## src/hw/rtl/cbb_pkg.sv

```systemverilog
// Shared types and constants for the cubic Bezier bounding box block.
// Used by every module in hw/rtl; depends on nothing.
package cbb_pkg;

    localparam int FRACTION_BITS_DEF = 16;

    // coordinate and coefficient widths (exact for any 32-bit input)
    localparam int P_W   = 32;
    localparam int CA_W  = 36;   // 3(p1-p2)+p3-p0
    localparam int CB_W  = 35;   // p0-2p1+p2
    localparam int CC_W  = 33;   // p1-p0
    localparam int N_W   = 38;   // root numerator -B +/- S, signed
    localparam int N_MAG_W = 37; // numerator magnitude bits
    localparam int EA_W  = 40;   // cubic evaluation accumulator, signed

    // iterative unit
    localparam int IT_W       = 76;
    localparam int SQ_IN_W    = 72;
    localparam int MUL_STEPS  = 36;
    localparam int SQRT_STEPS = 36;

    localparam int QUEUE_DEPTH = 2;

    localparam logic signed [P_W-1:0] ACC_MIN_INIT = 32'sh7FFF_FFFF;
    localparam logic signed [P_W-1:0] ACC_MAX_INIT = 32'sh8000_0000;

    typedef struct packed {
        logic signed [P_W-1:0] start_x;
        logic signed [P_W-1:0] start_y;
        logic signed [P_W-1:0] ctrl1_x;
        logic signed [P_W-1:0] ctrl1_y;
        logic signed [P_W-1:0] ctrl2_x;
        logic signed [P_W-1:0] ctrl2_y;
        logic signed [P_W-1:0] finish_x;
        logic signed [P_W-1:0] finish_y;
        logic                  last_curve;
    } curve_t;

    typedef struct packed {
        logic signed [P_W-1:0] box_min_x;
        logic signed [P_W-1:0] box_min_y;
        logic signed [P_W-1:0] box_max_x;
        logic signed [P_W-1:0] box_max_y;
    } box_t;

    typedef struct packed {
        logic signed [P_W-1:0]  p0;
        logic signed [P_W-1:0]  p3;
        logic signed [CA_W-1:0] ca;
        logic signed [CB_W-1:0] cb;
        logic signed [CC_W-1:0] cc;
        logic                   a_zero;
        logic                   b_zero;
        logic                   c_zero;
    } axis_job_t;

    typedef struct packed {
        axis_job_t x;
        axis_job_t y;
        logic      last;
    } job_t;

    typedef enum logic [1:0] {
        IT_MUL,
        IT_DIV,
        IT_SQRT
    } iter_op_t;

    typedef struct packed {
        logic            start;
        iter_op_t        op;
        logic [IT_W-1:0] a;
        logic [IT_W-1:0] b;
    } iter_req_t;

    typedef struct packed {
        logic            done;
        logic [IT_W-1:0] result;
    } iter_rsp_t;

endpackage

```

## src/hw/rtl/cbb_fifo.sv

```systemverilog
// Short queue of classified curve jobs between front and back end.
// Depends on cbb_pkg.
module cbb_fifo (
    input  logic          clk,
    input  logic          rst_n,
    input  logic          push_valid,
    output logic          push_stall,
    input  cbb_pkg::job_t push_job,
    output logic          pop_valid,
    input  logic          pop,
    output cbb_pkg::job_t pop_job
);
    import cbb_pkg::*;

    localparam int QP_W = $clog2(QUEUE_DEPTH);

    job_t             mem_reg [QUEUE_DEPTH];
    logic [QP_W-1:0]  wr_ptr_reg;
    logic [QP_W-1:0]  rd_ptr_reg;
    logic [QP_W:0]    count_reg;
    logic             do_push;
    logic             do_pop;

    assign push_stall = (count_reg == (QP_W+1)'(QUEUE_DEPTH));
    assign pop_valid  = (count_reg != '0);
    assign pop_job    = mem_reg[rd_ptr_reg];
    assign do_push    = push_valid && !push_stall;
    assign do_pop     = pop && pop_valid;

    always_ff @(posedge clk or negedge rst_n)
    begin
        if (!rst_n)
        begin
            wr_ptr_reg <= '0;
            rd_ptr_reg <= '0;
            count_reg  <= '0;
        end
        else
        begin
            if (do_push)
            begin
                wr_ptr_reg <= wr_ptr_reg + 1'b1;
            end
            if (do_pop)
            begin
                rd_ptr_reg <= rd_ptr_reg + 1'b1;
            end
            if (do_push && !do_pop)
            begin
                count_reg <= count_reg + 1'b1;
            end
            else if (do_pop && !do_push)
            begin
                count_reg <= count_reg - 1'b1;
            end
        end
    end

    always_ff @(posedge clk)
    begin
        if (do_push)
        begin
            mem_reg[wr_ptr_reg] <= push_job;
        end
    end

endmodule

```

## config.mk

```make
export PLATFORM = sky130hd
export DESIGN_NAME = cbb_fifo
export DESIGN_NICKNAME = d
export VERILOG_FILES = /design/src/hw/rtl/cbb_pkg.sv /design/src/hw/rtl/cbb_fifo.sv
export SDC_FILE = /design/constraint.sdc
export NUM_CORES = 1
export LEC_CHECK = 0
export ABC_AREA = 0
export BUFFER_PORTS_ARGS = -buffer_cell sky130_fd_sc_hd__buf_4
export CAP_MARGIN = 20
export CORE_AREA = 2 2 266 268
export CTS_CLUSTER_DIAMETER = 30
export DETAILED_ROUTE_END_ITERATION = 16
export DIE_AREA = 0 0 268 270
export HOLD_SLACK_MARGIN = 0.1
export MAX_ROUTING_LAYER = met4
export PLACE_DENSITY = 0.67
export SLEW_MARGIN = 15
export SYNTH_ARGS = -nofsm -noshare
export SYNTH_HDL_FRONTEND = slang
export SYNTH_SLANG_ARGS = --single-unit
```

## constraint.sdc

```tcl
create_clock -name clk -period 22.9 [get_ports clk]
set_input_delay 2.29 -clock clk [delete_from_list [all_inputs] [get_ports clk]]
set_output_delay 2.29 -clock clk [all_outputs]
set_load 0.02 [all_outputs]
```

# == Yosys cells after proc, flatten, opt, wreduce, memory -nomap -nowiden ==
# Memories as Yosys holds them, arrays and structs flattened.
# Index checks and enable logic that the tools add are counted.
# Widths: inputs -> output; s select.
# op_classes
addsub,4
eq_ne,1
muxes,4
n_reduce_logical,9
# op_table
op,count
$logic_and 1x1->1,4
$mux 2,2
$reduce_bool 2->1,2
$logic_not 1->1,3
$add 1x1->1 const B,2
$add 2x1->2 const B,1
$eq 2x2->1 const B,1
$mux 1,2
$sub 2x1->2 const B,1
# totals
ff_bits,4
ram_bits,686
input_bits,347
output_inout_bits,345
elab_cells,22
memories,1
# memory_table
memory,depth,word_bits,rd,rd_ports_with_merged_regs,write_ports,line_no,rtl
mem_reg,2,343,1,0,1,cbb_fifo.sv:17,job_t mem_reg [QUEUE_DEPTH];

# == Longest topological paths before layout ==
# logic_depth
ltp_word,7
mapped_depth,7
depth_no_buf,7

# == Least setup slack after synthesis ==
# Ideal clock, no wire load.
# synth_timing
path_type,input to register
start,input port push_valid
end,memory mem_reg[0][0] (netlist name) (enable)
arrival_ns,16.575
t_required_ns,21.846
path_slack_ns,5.270
cell_stages,2
path_cell_list,nand2_1 nor2_1
# synth_between
elab_chain_cells,3
# synth_rtl
item,line_no,rtl
from (decl),cbb_fifo.sv:6,"input logic push_valid,"
$logic_and 1x1->1,cbb_fifo.sv:27,assign do_push = push_valid && !push_stall;
$mux 1,cbb_fifo.sv:61,if (do_push)
$mux 1 (not written as such),cbb_fifo.sv:63,mem_reg[wr_ptr_reg] <= push_job;
to (decl),cbb_fifo.sv:17,
# Every way passes these cells.

==> summary.txt <==
Worst hold path
  – Worst hold path class: reg2reg

Finish
  – Reg area: 20,700 µm²
  – Post-route cell area: 36,490 µm²
  – Multi-input logic area: 4566 µm²
  – Number of flip-flops under the largest register name: 686
  – Area delta synth->final: 42.72%
  – Nets: 2,233
  – Layout fillers: 5,470
  – Layout cells sized above 1: 0.6293

Power
  – PD cells: approximately 150 nW/µm²
  – Leak Pwr: 14.13 nW
  – VDD IR-drop max: 0.0001212 V

CTS
  – Worst skew pair latency: 0.70 ns
  – Clock-pin slew on the worst setup and hold paths: 0.04 ns
  – Cts hold-fix bufs: 0
  – Total number of H-tree levels: 4
  – Setup Buffers After CTS: 0
  – Root buffer cell: clkbuf_16
  – Max clock buf depth: 3
  – # resized after CTS: 0
  – TritonCTS clock tree: built
  – CTS buffer count: approximately 130
  – Clock sink count: about 700

Floorplanning
  – Die area: 72,360 µm²
  – I/O pins: 692
  – Initial Util: 0.3676
  – Die height: 270 µm
  – Core outline area: 69,540 µm²
  – X dimension of the die: around 270 µm
  – Rows: 97

Routing
  – Vias: 13,390
  – Detail Route Antenna Nets: 0
  – DR iter-0 viols: 773
  – First drt pass iteration count: 4
  – Vias/cell: 4.553
  – DRC viols: 0
  – DR WL/cell: 20.09 µm
  – Wirelength, routed: 59,060 µm

Global route
  – First-pass GRT wire length: 84,590 µm
  – Largest net degree at the start of global routing: 155
  – Initial antenna violation count: 4
  – Vias in the first global route: 14,550
  – Grt total ovfl: 0
  – GR Util All Layers: 0.1620

STA
  – Setup TNS: 0 ns
  – Fmax: 162.9 MHz
  – Final Critical Period: 6.140 ns
  – Final hold vios: 0
  – Slew @ Worst Pin: 1.153 ns
  – Worst Clk Skew: 0.02969 ns
  – Worst hold margin: 0.5115 ns
  – Final setup viols: 0
  – Fraction of the cycle the final worst path needs: 0.2681
  – Unrepaired setup endpoints after global routing: false
  – Slew Viols, Final: 0
  – Worst slew margin: 0.2312

Worst setup path
  – Slowest-stage cell, CP: dfrtp_4
  – Cell mode on critical path: buf_4
  – Crit path cell chain: buf_4 -> buf_12 -> mux2_2 -> buf_4
  – Critical path class: reg2out
  – CP bufs+invs: 3
  – CP delay by family, top: buffers and inverters
  – Required time of the critical path: 20.61 ns
  – Max stage delay on crit path: 0.80 ns
  – Worst EP arrival: 3.85 ns
  – CP Max Fanout: 125
  – CP endpoint kind: output port
  – Worst setup SP type: flip-flop

Synthesis
  – Synthesis Warnings: 0
  – Area leader, netlist: edfxtp_1
  – Sequential fraction of the synthesis area: 0.8097
  – Syn_area_per_cell: 23.54 µm²
  – Post-Syn Nets: 1,434
  – Dominant cells by area after synthesis: edfxtp_1 81%, mux2_4 9.4%, mux2_2 8.1%, buf_6 0.79%, dfrtp_1 0.39%
  – Synth unique cells: 16
  – Post-synth top area share: 0.8058
  – Synth Instances: 1,086
  – Mapped cell area: 25,570 µm²
  – Yosys reg bits: just under 700

Run
  – Max-cap violations: 0

Placement
  – Port Buf Inserts: between 600 and 700
  – DP Area: 31,750 µm²
  – Final GP Congestion: 0.8076
  – Post-DP HPWL: 39,760 µm

Outcome
  – Outcome: finished clean
==> layout by cell type (no fill, tap or decap), types with 2 or more instances in the layout <==
cell type,Yosys,routed
diode_2,0,4
inv_16,0,2
xor2_1,2,2
bufinv_16,0,19
buf_4,1,697
buf_12,0,3
clkinv_4,0,11
edfxtp_1,686,686
clkinvlp_4,0,11
clkinv_8,0,3
nand2_1,2,2
dfrtp_1,4,3
xnor2_1,3,3
inv_6,0,4
clkbuf_16,0,135
clkinv_1,0,22
mux2_2,183,183
mux2_4,160,160
clkinv_2,0,14
clkbuf_1,0,17
inv_1,2,2
clkinv_16,0,8
==> final timing paths <==
| kind | start | end | slack [ns] | cells past startpoint |
|---|---|---|---|---|
| min | count_reg[1] | count_reg[1] | 0.51 | 1 |
| max | rd_ptr_reg | pop_job[61] | 16.76 | 4 |
| min reg2reg | count_reg[1] | count_reg[1] | 0.51 | 1 |
| min in group asynchronous | rst_n | wr_ptr_reg | 1.41 | 1 |
| max reg2reg | count_reg[0] | mem_reg[0][307] | 19.12 | 5 |
| max in group asynchronous | rst_n | rd_ptr_reg | 21.37 | 1 |
==> worst register-to-register path: stages, from the launching register on <==
cell and delay, ns:
dfrtp_1 0.41, nand2b_1 0.21, nand2_1 0.16, nor2_4 0.81, buf_4 0.89, buf_6 0.80
==> per-stage QoR <==
stage          power, mW  instances    util  setup WS (ns)
6_report           5.468       2940  0.5247          16.76
5_1_grt            5.677       2940  0.5247          16.53
4_1_cts            5.530       2936  0.5245          16.70
2_1_floorplan      3.018       1086       -          5.270
3_3_place_gp       3.504       2689  0.4566          17.13
3_5_place_dp       3.531       2689  0.4566          17.09
==> synthesized netlist by cell type <==
library cell / count
or2_2: 1
nor2_1: 2
edfxtp_1: 686
xnor2_1: 3
dfrtp_1: 4
ha_1: 1
mux2_2: 183
xor2_1: 2
and3_1: 1
buf_2: 19
inv_1: 2
nand2b_1: 1
buf_4: 1
nand2_1: 2
buf_6: 18
mux2_4: 160
==> cell type report <==
cell class	instances	share of cell area
sequential	690	0.5674
timing repair buffer	701	0.1454
multi-input combinational	356	0.1251
clock buffer	152	0.09434
clock inverter	95	0.03501
tap	940	0.03223
antenna	4	0.0002743
inverter	2	0.0002058
==> per-layer routing <==
layer | vias up | GRT usage | wire length (µm) | share of wire
met2 | 559 | 0.2747 | 30610 | 0.52
met1 | 6657 | 0.1599 | 21000 | 0.36
met3 | 155 | 0.06209 | 4901 | 0.083
li1 | 6014 | - | - | -
met5 | - | - | 0 | 0
met4 | 0 | 0.08527 | 2541 | 0.043
==> power breakdown <==
group          internal, mW  switching [mW]
combinational         0.760           0.925
sequential             1.74          0.0745
clock                  1.31           0.662
==> logic make-up after synthesis <==
family	share of synthesized area
xor gates and xnor gates	0.001713
muxes	0.1746
adders and majority gates	0.0004893
buffers and inverters	0.01224
DFF	0.8097
and+or+nand+nor	0.001322
Power figures use the tool's default switching activity.
