## src/hw/rtl/cbb_pkg.sv

```systemverilog
// Shared types and constants for the cubic Bezier bounding box block.
// Used by every module in hw/rtl; depends on nothing.
package cbb_pkg;

    localparam int FRACTION_BITS_DEF = 16;

    // coordinate and coefficient widths (exact for any 32-bit input)
    localparam int P_W   = 32;
    localparam int CA_W  = 36;   // 3(p1-p2)+p3-p0
    localparam int CB_W  = 35;   // p0-2p1+p2
    localparam int CC_W  = 33;   // p1-p0
    localparam int N_W   = 38;   // root numerator -B +/- S, signed
    localparam int N_MAG_W = 37; // numerator magnitude bits
    localparam int EA_W  = 40;   // cubic evaluation accumulator, signed

    // iterative unit
    localparam int IT_W       = 76;
    localparam int SQ_IN_W    = 72;
    localparam int MUL_STEPS  = 36;
    localparam int SQRT_STEPS = 36;

    localparam int QUEUE_DEPTH = 2;

    localparam logic signed [P_W-1:0] ACC_MIN_INIT = 32'sh7FFF_FFFF;
    localparam logic signed [P_W-1:0] ACC_MAX_INIT = 32'sh8000_0000;

    typedef struct packed {
        logic signed [P_W-1:0] start_x;
        logic signed [P_W-1:0] start_y;
        logic signed [P_W-1:0] ctrl1_x;
        logic signed [P_W-1:0] ctrl1_y;
        logic signed [P_W-1:0] ctrl2_x;
        logic signed [P_W-1:0] ctrl2_y;
        logic signed [P_W-1:0] finish_x;
        logic signed [P_W-1:0] finish_y;
        logic                  last_curve;
    } curve_t;

    typedef struct packed {
        logic signed [P_W-1:0] box_min_x;
        logic signed [P_W-1:0] box_min_y;
        logic signed [P_W-1:0] box_max_x;
        logic signed [P_W-1:0] box_max_y;
    } box_t;

    typedef struct packed {
        logic signed [P_W-1:0]  p0;
        logic signed [P_W-1:0]  p3;
        logic signed [CA_W-1:0] ca;
        logic signed [CB_W-1:0] cb;
        logic signed [CC_W-1:0] cc;
        logic                   a_zero;
        logic                   b_zero;
        logic                   c_zero;
    } axis_job_t;

    typedef struct packed {
        axis_job_t x;
        axis_job_t y;
        logic      last;
    } job_t;

    typedef enum logic [1:0] {
        IT_MUL,
        IT_DIV,
        IT_SQRT
    } iter_op_t;

    typedef struct packed {
        logic            start;
        iter_op_t        op;
        logic [IT_W-1:0] a;
        logic [IT_W-1:0] b;
    } iter_req_t;

    typedef struct packed {
        logic            done;
        logic [IT_W-1:0] result;
    } iter_rsp_t;

endpackage

```

## src/hw/rtl/cbb_front.sv

```systemverilog
// Front end: accepts curve requests and registers the derivative coefficients.
// Depends on cbb_pkg.
module cbb_front (
    input  logic            clk,
    input  logic            rst_n,
    input  logic            curve_valid,
    output logic            curve_stall,
    input  cbb_pkg::curve_t curve,
    output logic            job_valid,
    input  logic            job_stall,
    output cbb_pkg::job_t   job
);
    import cbb_pkg::*;

    job_t job_reg;
    job_t job_next;
    logic job_valid_reg;

    function automatic axis_job_t make_axis(logic signed [P_W-1:0] p0,
                                            logic signed [P_W-1:0] p1,
                                            logic signed [P_W-1:0] p2,
                                            logic signed [P_W-1:0] p3);
        logic signed [CA_W-1:0] e0;
        logic signed [CA_W-1:0] e1;
        logic signed [CA_W-1:0] e2;
        logic signed [CA_W-1:0] e3;
        logic signed [CA_W-1:0] d12;
        logic signed [CA_W-1:0] ca;
        logic signed [CA_W-1:0] cb;
        logic signed [CA_W-1:0] cc;
        axis_job_t              r;
        e0  = CA_W'(p0);
        e1  = CA_W'(p1);
        e2  = CA_W'(p2);
        e3  = CA_W'(p3);
        d12 = e1 - e2;
        ca  = (d12 <<< 1) + d12 + e3 - e0;
        cb  = e0 - (e1 <<< 1) + e2;
        cc  = e1 - e0;
        r.p0     = p0;
        r.p3     = p3;
        r.ca     = ca;
        r.cb     = cb[CB_W-1:0];
        r.cc     = cc[CC_W-1:0];
        r.a_zero = (ca == '0);
        r.b_zero = (cb == '0);
        r.c_zero = (cc == '0);
        return r;
    endfunction

    always_comb
    begin
        job_next.x    = make_axis(curve.start_x, curve.ctrl1_x, curve.ctrl2_x, curve.finish_x);
        job_next.y    = make_axis(curve.start_y, curve.ctrl1_y, curve.ctrl2_y, curve.finish_y);
        job_next.last = curve.last_curve;
    end

    // hold the request while the queue is full
    assign curve_stall = job_valid_reg && job_stall;
    assign job_valid   = job_valid_reg;
    assign job         = job_reg;

    always_ff @(posedge clk or negedge rst_n)
    begin
        if (!rst_n)
        begin
            job_valid_reg <= 1'b0;
        end
        else if (!curve_stall)
        begin
            job_valid_reg <= curve_valid;
        end
    end

    always_ff @(posedge clk)
    begin
        if (!curve_stall && curve_valid)
        begin
            job_reg <= job_next;
        end
    end

endmodule

```

## config.mk

```make
export PLATFORM = sky130hd
export DESIGN_NAME = cbb_front
export DESIGN_NICKNAME = d
export VERILOG_FILES = /design/src/hw/rtl/cbb_pkg.sv /design/src/hw/rtl/cbb_front.sv
export SDC_FILE = /design/constraint.sdc
export NUM_CORES = 1
export LEC_CHECK = 0
export BUFFER_PORTS_ARGS = -buffer_cell sky130_fd_sc_hd__clkbuf_2
export CAP_MARGIN = 20
export CORE_MARGIN = 2
export CORE_UTILIZATION = 50
export CTS_CLUSTER_SIZE = 8
export DETAILED_ROUTE_END_ITERATION = 16
export GPL_ROUTABILITY_DRIVEN = 0
export HOLD_SLACK_MARGIN = 0.1
export PLACE_DENSITY = 0.84
export REMOVE_ABC_BUFFERS = 1
export SYNTH_ARGS = -nofsm -noshare
export SYNTH_HDL_FRONTEND = slang
export SYNTH_SLANG_ARGS = --single-unit
export TNS_END_PERCENT = 20
```

## constraint.sdc

```tcl
create_clock -name clk -period 16.9 [get_ports clk]
set_clock_uncertainty 0.15 [all_clocks]
set_input_delay 2.535 -clock clk [delete_from_list [all_inputs] [get_ports clk]]
set_output_delay 2.535 -clock clk [all_outputs]
set_load 0.05 [all_outputs]
```

# --- Word-level counts from Yosys, hierarchy flattened ---
# Cells that the tools add are included.
totals:
  ff_bits: 344
  out_inout_bits: 345
  elab_cells: 41
classes:
  add_sub_neg: 14
  n_reduce_logical: 9
ops:
  columns: ["op", "count"]
  rows:
  - ["logical NOT 36 bit", 6]
  - ["subtractor 32 x 32 -> 33 bit", 4]
  - ["adder 35 x 32 -> 36 bit", 2]
  - ["subtractor 36 x 32 -> 36 bit", 2]
  - ["adder 34 x 32 -> 35 bit", 2]
  - ["adder 34 x 33 -> 35 bit", 2]
  - ["subtractor 32 x 33 -> 34 bit", 2]
  - ["logical AND 1 bit", 2]
  - ["logical NOT 1 bit", 1]

# --- Longest topological paths before layout ---
logic_depth:
  ltp_word: 5
  ltp_mapped: 33

# --- Least setup slack after synthesis ---
# Ideal clock, no wire load.
synth_timing:
  path_kind: "in2reg"
  start: "in job_stall"
  end: "reg job_reg (netlist bit job[0]), enable pin"
  t_arrival_ps: 17837
  required_time_ps: 15663
  slack_ps: -2174
  stages: 2
  cell_sequence: "and2_1 -> nor2b_1"
synth_between:
  elab_chain_cells: 3
synth_lines:
  columns: ["element", "line", "text"]
  rows:
  - ["from (decl)", "cbb_front.sv:10", "input logic job_stall,"]
  - ["logical AND 1 bit", "cbb_front.sv:59", "assign curve_stall = job_valid_reg && job_stall;"]
  - ["logical NOT 1 bit", "cbb_front.sv:77", "if (!curve_stall && curve_valid)"]
  - ["logical AND 1 bit", "cbb_front.sv:77", null]
  - ["to (signal assigned)", "cbb_front.sv:79", "job_reg <= job_next;"]
  - ["to (decl)", "cbb_front.sv:15", "job_t job_reg;"]
# No other way between the ends.
# A chain may end at the register's enable or synchronous reset.

==> metrics.md <==
| Metric | Value |
|---|---|
| Status | `completed` |
| R2R Path Start | `job_valid$_DFFE_PN0N_` |
| XOR/XNOR Fraction of Synth Area | `6.74%` |
| CTS-repair resized insts | `0` |
| Pwr Total | `5.68 mW` |
| Placed insts | `4306` |
| Crit Reg-Reg Endpoint | `job[221]$_DFFE_PP_` |
| Worst path depth | `32` |
| Die area | `61500 sq um` |
| Post-layout minimum cycle time | `10020 ps` |
| CP peak stage delay | `660 ps` |
| Nets@finish | `4322` |
| Final Core Density | `59.6%` |
| Global route overflow | `0` |
| Post-synth top area share | `34.6%` |
| Die Y | `248 um` |
| Synth Area in Adders | `25.1%` |
| Antenna viol nets, final | `0` |
| PD cells | `162 nW/um^2` |
| Worst setup margin | `6880 ps` |
| Crit path buffers/inverters | `4` |
| Max cap viols | `0` |
| Worst Setup EP | `job[174]$_DFFE_PP_` |
| Most common cell after layout, fill and taps aside | `clkbuf_2` |
| Slew @ Worst Pin | `996 ps` |
| Filler instances | `4735` |
| Wirelength per Cell | `19.9 um` |
| Pre-Repair DR Iteration Count | `6` |
| RSZ-0062 raised after global routing | `false` |
| Worst reg2reg path depth | `6` |
| Initial DRC count | `1643` |
| CP Class | `in2reg` |
| Largest family of logic cells by synthesized area | `adder cells` |
| Vias in the first global route | `24500` |
| Clock Tree Buf Depth | `3` |
| Clock slew at reported path FFs | `50 ps` |
| Htree depth | `2` |
| Vias | `24700` |
| FP Rows | `89` |
| Compound-gate portion of the synthesized area | `15.3%` |
| Primary FF master, synth | `edfxtp_1` |
| Final Non-Filler Cells | `4383` |
| Critical path's top delay family | `compound AO/OA/AOI/OAI gates` |
| Starting Density | `50.6%` |
| Vias/cell | `5.63` |
| Critical Path AT | `10250 ps` |
| Ports | `606` |
| Largest net degree at the start of global routing | `82` |
| Synth unique cells | `81` |
| CP most frequent cell | `a21oi_1` |
| Post-Syn Instances | `2959` |
| Post-synthesis mux area share | `0.0714%` |
| Critical-path top delay cell | `o311ai_0` |
| Die W | `248 um` |
| Most frequent cells in the layout | `clkbuf_2, inv_1, edfxtp_1` |
| Dpl ws | `6480 ps` |
| Initial antenna violation count | `14` |
| EDFF count, synth | `343` |
| Mapped Avg Cell Area | `10.1 sq um` |
| Critical path fanouts, max | `7` |
| Period utilization | `59.3%` |
| CP startpoint kind | `input pin` |
| Sequential area share after synthesis | `34.7%` |
| Slew HR | `33.6%` |
| Share of cells above drive strength 1 | `19.3%` |
| Count of final setup violators | `0` |
| Static leakage | `16.8 nW` |
| Clock sink count | `344` |
| TritonCTS clock tree | `built` |
| Global-route wire length before repair | `133000 um` |
| Residual DRC count | `0` |
| Crit path launch | `curve[161]` |
| Total track usage | `28.0%` |
| Fmax | `99.8 MHz` |
| Skew-Pair Late Insertion Delay | `550 ps` |
| Max reg flops | `343` |
| CTS Buf Count | `50` |
| Worst hold path class | `reg2reg` |
| Top cells by area, synth | `edfxtp_1, fa_1, ha_1, inv_1, xnor2_1` |
| FF+latch count, synth | `344` |
| Yosys warnings | `0` |
| Area Growth Syn to Fin | `17.9%` |
| Simple-gate portion of the synthesized area | `10.4%` |
| Cts hold-fix bufs | `0` |
| Core Region | `58900 sq um` |
| Nature of the critical path endpoint | `flip-flop` |
| Hold WS | `550 ps` |
| Fin. Hold Viols | `0` |
| Mapped cell area | `29800 sq um` |
| Maximum VDD drop | `0.197 mV` |
| R2R Setup Slk | `12440 ps` |
| Clk Tree Root Cell | `clkbuf_16` |
| FFs w/ async S/R, synth | `0.291%` |
| IO buf count | `605` |
| Synth area leader | `edfxtp_1` |
| Setup bufs post-CTS | `0` |
| Final WL | `87200 um` |
| Max Slew Vio Count | `0` |
| DP HPWL | `72400 um` |
| Worst Path Required | `17130 ps` |
[through the flow]
stage	TNS (ps)	instance area [sq um]
2_1_floorplan	-745810	29600
3_3_place_gp	0	33700
3_5_place_dp	0	33700
4_1_cts	0	35100
5_1_grt	0	35100
6_report	0	35100
[worst min path at each step]
stage	startpoint	to	cells past startpoint
detailed placement	job_valid$_DFFE_PN0N_	job_valid$_DFFE_PN0N_	2
global route	job_valid$_DFFE_PN0N_	job_valid$_DFFE_PN0N_	2
CTS	job_valid$_DFFE_PN0N_	job_valid$_DFFE_PN0N_	2
floorplan	job_valid$_DFFE_PN0N_	job_valid$_DFFE_PN0N_	2
global placement	job_valid$_DFFE_PN0N_	job_valid$_DFFE_PN0N_	2
finish	job_valid$_DFFE_PN0N_	job_valid$_DFFE_PN0N_	2
[cell families (layout without fill, tap and decap cells)]
| kind of cell | Yosys count | count (layout) |
|---|---|---|
| AND/OR/NAND/NOR | 600 | 600 |
| XOR/XNOR | 229 | 229 |
| AO/OA/AOI/OAI | 697 | 697 |
| buffers and inverters | 611 | 1252 |
| multiplexers | 2 | 2 |
| other | 0 | 10 |
| flip-flops | 344 | 344 |
| adder cells (fa/ha/maj) | 476 | 476 |
[cell usage after synthesis, drive strengths merged (8+ instances only)]
library cell    n
nor2          155
clkbuf         36
o22ai           8
a311oi         11
or4            32
nor2b          41
nand2         122
o31ai          13
nand4          22
or3            11
a31oi          28
ha            274
a211oi         25
o211ai         17
fa            202
o21ai         134
a21oi         196
o31a           13
nor3           34
nor4           14
a21o          107
xnor2         140
nand2b         41
and2           15
and4           11
nand3          53
edfxtp        343
or2             9
and3           13
o21bai         24
a21boi          9
inv           575
o21a           38
xor2           89
[cell type report]
type / instances / area, sq um / share of cell area, %
inverter: 575 / 2160 / 6.15
multi-input combinational: 2004 / 17200 / 48.9
sequential: 344 / 10300 / 29.4
antenna: 10 / 25.0 / 0.0713
tap: 773 / 967 / 2.76
clock buffer: 61 / 1310 / 3.74
timing repair buffer: 610 / 3070 / 8.73
clock inverter: 6 / 80.1 / 0.228
[where the power goes]
part / leakage, nW / switching (mW) / internal, mW
Clock: 0.678 / 0.356 / 0.565
Sequential: 3.28 / 0.0622 / 1.25
Combinational: 12.8 / 2.31 / 1.14
Total: 16.8 / 2.73 / 2.96
[layer usage]
layer | routed length (um) | GRT usage, % | part of all wire (%) | vias to the layer above
met5 | 55 | 0 | 0.063 | -
met1 | 30800 | 31.6 | 35 | 11700
li1 | - | - | - | 11500
met2 | 44100 | 49.7 | 51 | 1169
met3 | 8010 | 6.31 | 9.2 | 226
met4 | 4250 | 14.0 | 4.9 | 8
[worst reg2reg max path, stage by stage, from the launching register on]
cell	delay [ps]
dfrtp_1	360
and2_1	200
nor2b_4	110
buf_4	750
buf_4	810
buf_4	840
buf_4	850
(Power assumes the default switching activity.)
